File: src/hw/rtl/lik_isqrt.sv
// lik_isqrt: pipelined integer square root, one result bit per cell
// restoring digit recurrence over LANES independent lanes with a carried sideband
// no dependencies
module lik_isqrt #(
   parameter int LANES = 1,
   parameter int IW    = 32,
   parameter int SW    = 1
) (
   input  logic                          clock,
   input  logic                          reset,
   input  logic                          en,
   input  logic                          in_valid,
   input  logic [LANES-1:0][IW-1:0]      in_rad,
   input  logic [SW-1:0]                 in_side,
   output logic                          out_valid,
   output logic [LANES-1:0][IW/2-1:0]    out_root,
   output logic [SW-1:0]                 out_side
);

   localparam int HW = IW / 2;
   localparam int RW = HW + 1;

   logic                         valid_st [HW+1];
   logic [LANES-1:0][IW-1:0]     rad_st   [HW+1];
   logic [LANES-1:0][RW-1:0]     rem_st   [HW+1];
   logic [LANES-1:0][HW-1:0]     root_st  [HW+1];
   logic [SW-1:0]                side_st  [HW+1];

   assign valid_st[0] = in_valid;
   assign rad_st[0]   = in_rad;
   assign rem_st[0]   = '0;
   assign root_st[0]  = '0;
   assign side_st[0]  = in_side;

   for (genvar k = 0; k < HW; k++) begin : g_cell
      logic [LANES-1:0][RW+1:0]  cur;
      logic [LANES-1:0][RW+1:0]  sub;
      logic [LANES-1:0]          ge;
      logic [LANES-1:0][IW-1:0]  rad_in;
      logic [LANES-1:0][RW-1:0]  rem_in;
      logic [LANES-1:0][HW-1:0]  root_in;
      logic                      valid_ff;
      logic [LANES-1:0][IW-1:0]  rad_ff;
      logic [LANES-1:0][RW-1:0]  rem_ff;
      logic [LANES-1:0][HW-1:0]  root_ff;
      logic [SW-1:0]             side_ff;

      always_comb begin
         for (int l = 0; l < LANES; l++) begin
            cur[l]     = {rem_st[k][l], rad_st[k][l][IW-1 -: 2]};
            sub[l]     = {1'b0, root_st[k][l], 2'b01};
            ge[l]      = (cur[l] >= sub[l]);
            rem_in[l]  = ge[l] ? RW'(cur[l] - sub[l]) : cur[l][RW-1:0];
            root_in[l] = {root_st[k][l][HW-2:0], ge[l]};
            rad_in[l]  = rad_st[k][l] << 2;
         end
      end

      always_ff @(posedge clock) begin
         if (reset) begin
            valid_ff <= 1'b0;
         end else if (en) begin
            valid_ff <= valid_st[k];
         end
      end

      always_ff @(posedge clock) begin
         if (en) begin
            rad_ff  <= rad_in;
            rem_ff  <= rem_in;
            root_ff <= root_in;
            side_ff <= side_st[k];
         end
      end

      assign valid_st[k+1] = valid_ff;
      assign rad_st[k+1]   = rad_ff;
      assign rem_st[k+1]   = rem_ff;
      assign root_st[k+1]  = root_ff;
      assign side_st[k+1]  = side_ff;
   end

   assign out_valid = valid_st[HW];
   assign out_root  = root_st[HW];
   assign out_side  = side_st[HW];

endmodule

File: config.mk
export PLATFORM = sky130hd
export DESIGN_NAME = lik_isqrt
export DESIGN_NICKNAME = d
export VERILOG_FILES = /design/src/hw/rtl/lik_isqrt.sv
export SDC_FILE = /design/constraint.sdc
export NUM_CORES = 1
export LEC_CHECK = 0
export ABC_AREA = 1
export BUFFER_PORTS_ARGS = -buffer_cell sky130_fd_sc_hd__buf_2
export CORE_ASPECT_RATIO = 0.5
export CORE_UTILIZATION = 50
export CTS_BUF_LIST = sky130_fd_sc_hd__clkbuf_4 sky130_fd_sc_hd__clkbuf_8 sky130_fd_sc_hd__clkbuf_16
export DETAILED_ROUTE_END_ITERATION = 16
export PLACE_DENSITY = 0.68
export SETUP_SLACK_MARGIN = 0.02
export SYNTH_ARGS = -nofsm -noshare
export SYNTH_HDL_FRONTEND = slang
export SYNTH_SLANG_ARGS = --single-unit
File: constraint.sdc
create_clock -name clock -period 3.65 [get_ports clock]
set_input_delay 0.1825 -clock clock [delete_from_list [all_inputs] [get_ports clock]]
set_output_delay 0.1825 -clock clock [all_outputs]
set_load 0.02 [all_outputs]
==> metrics.yaml <==
drt:
  top_layer: "met4"
  via_count: 22696
  drtAntennaViolNets: 0
  first_pass_iters: 6
  totalWireLength_mm: 66.7
  drc: 0
  wl_per_cell_um: 14.6
  wl_met3_mm: 2.05
  drt_iter0_drc: 1252
  routed_via_density: 4.96
  wl_met2_mm: 33.9
  wl_met1_mm: 28.1
min_path:
  hold_path.class: "input port to flop"
timing:
  rsz0062_at_grt: "no"
  max_freq_mhz: 408
  fin_crit_ns: 2.45
  whs_ns: 0.0461
  hold_violations: 0
  slew_violations: 0
  fin_crit_sh_pct: 67.2
  tightestPinTransition_ns: 0.960
  skew_ns: 0.0244
  setup_viol: 0
  fin_tns_setup_ns: 0
  slew-limit-headroom_pct: 35.5
floorplan:
  io-pin-count: 55
  core_mm2: 0.0652
  die-area_mm2: 0.0674
  die_w_um: 366
  start_util_pct: 50.8
  die_h_um: 184
  rows: 66
critical_path:
  critPathKind: "flop to flop"
  r2r_setup_slack_ns: 1.20
  endpoint_kind: "flop"
  critPathArrivalTime_ns: 2.94
  crit_path_max_fanout: 13
  cp.required_ns: 4.14
  worstSetupStartpointType: "flop"
run:
  maxCapViolCount: 0
place:
  portBuffers: 54
  place_congestion: 0.916
  dp_hpwl_mm: 50.1
global_route:
  grt_pass1_vias: 21728
  grt_max_degree: 105
  antenna_found_initial: 0
  grt_first_pass_wirelength_mm: 107
  grt-ovfl-total: 0
  grt_use_total_pct: 19.6
finish:
  antennaDiodeCount: 0
  final_cell_mix: "nand2_1 (1,134), edfxtp_1 (629), inv_1 (616)"
  layout_commonest_cell: "nand2_1"
  syn2layout_area_growth_pct: 11.3
  fillCellCount: 5675
  nets: 3829
  final_util_pct: 56.6
  drive_above_1_share_pct: 6.69
logic_synthesis:
  ys_top_cells_by_area: "edfxtp_1 (57%), nand2_1 (13%), inv_1 (7.0%), ha_1 (5.7%), nand3_1 (2.7%)"
  synth-seq-cells: 645
  synth_cell_type_count: 47
  syn_nets: 3701
  yosys_warnings: 0
  yosysSeqAreaShare_pct: 57.9
  syn_avg_cell_area_um2: 9.44
  syn-cell-area_mm2: 0.0332
  synthCells: 3512
  yosys.area.top_type_share_pct: 57.0
  yosysTopAreaCell: "edfxtp_1"
cts:
  clk_latency_ns: 0.64
  cts_tree: "built"
  clock_sinks: 645
  numCtsBuffers: 58
  h-tree-depth: 2
  clock_path_buffers: 3
  path_clk_slew_ns: 0.07
  cts_resized: 0
  ctsRootBufferMaster: "clkbuf_16"
power_and_ir_drop:
  pwr-share-clk_pct: 33.7
  ir_drop_mv: 0.384
  power.internal_mw: 13.9
  power_frac_comb_pct: 17.8
  netSwitchingFraction_pct: 28.5
  seq_power_share_pct: 48.6
  leakagePower_nw: 16.8
  switchingPower_mw: 5.53
  power_density_mw_per_mm2: 526
run_status:
  status: "finished, final reports clean"
==> power groups by stage <==
stage	clock (mW)	sequential (mW)	combinational [mW]
floorplan	0	9.44	2.54
global placement	0	9.58	3.38
detailed placement	0	9.60	3.42
CTS	6.72	9.44	3.47
global route	6.99	9.50	3.97
finish	6.54	9.44	3.46
==> sequential cells by signal, summed over array words and instances, names as in the netlist <==
signal and count:
g_cell.rad_ff 240, g_cell.valid_ff 15, out_root 16, out_side 1, g_cell.root_ff 120, g_cell.side_ff 15
g_cell.rem_ff 237, out_valid 1
==> cell type report <==
cell class                 instances  area (um2)  area share (%)
clock buffer                      67        1520            4.11
clock inverter                    43         536            1.45
inverter                         625        2350            6.35
multi-input combinational       2203       11300            30.7
sequential                       645       19200            52.0
tap                              884        1110            3.00
timing repair buffer             107         871            2.36
==> synth_stat cells (all sizes together) <==
master	number
nor2	211
nor3b	1
nand2	1150
nand3b	27
nand4	97
o21a	4
clkbuf	9
buf	30
and2	8
or2	9
and3	3
a21boi	2
conb	1
a21oi	129
inv	625
a211oi	1
o21bai	5
xnor2	26
nor4	4
ha	152
o211ai	3
o21ai	74
nand3	187
nor3	47
dfxtp	16
xor2	62
edfxtp	629
==> critical path, stage by stage, from the launching register on <==
cell and delay, ns:
edfxtp_1 0.40, ha_1 0.41, o21ai_0 0.13, nand2_1 0.18, nand2_1 0.09, nand2_1 0.15
a21oi_2 0.61, nand4_1 0.22, nand2_1 0.11
==> cell families (layout without fill, tap and decap cells) <==
family	count (synthesis)	count (layout)	share of synthesized area [%]
buf+inv	664	842	7.88
xor+xnor	88	88	2.32
other cells	1	1	0.0113
fa+ha+maj	152	152	5.73
flops	645	645	57.9
simple gates	1744	1744	22.7
compound gates	218	218	3.44
==> stage by stage <==
stage | worst slack [ns] | instance area, um2 | power (mW) | instances
after floorplan | 1.74 | 33200 | 12.0 | 3512
after global placement | 1.26 | 34500 | 13.0 | 4427
after detailed placement | 1.24 | 34500 | 13.0 | 4427
after CTS | 1.20 | 36900 | 19.6 | 4574
after global routing | 0.968 | 36900 | 20.5 | 4574
final | 1.20 | 36900 | 19.4 | 4574
==> final timing paths <==
path	start	endpoint	depth (start not counted)
worst max register to register	g_cell[10].rem_ff[0]	g_cell[11].rem_ff[3]	8
worst max-delay path	g_cell[10].rem_ff[0]	g_cell[11].rem_ff[3]	8
worst min-delay path	en	g_cell[0].rad_ff[31]	1
worst min register to register	g_cell[1].rad_ff[10]	g_cell[2].rad_ff[12]	0
==> per-layer routing <==
| metal | vias to the layer above | GRT usage, % |
|---|---|---|
| li1 | 11733 | - |
| met1 | 10468 | 23.3 |
| met2 | 341 | 35.9 |
| met3 | 154 | 2.73 |
| met4 | 0 | 7.73 |
| met5 | - | 0 |
==> timing repair <==
| action | 4_1_cts | 5_1_grt |
|---|---|---|
| hold buffers | 37 | 0 |
| endpoints found under the hold margin | 50 | 0 |
| buffers inserted | 0 | 0 |
(Power assumes the default switching activity.)
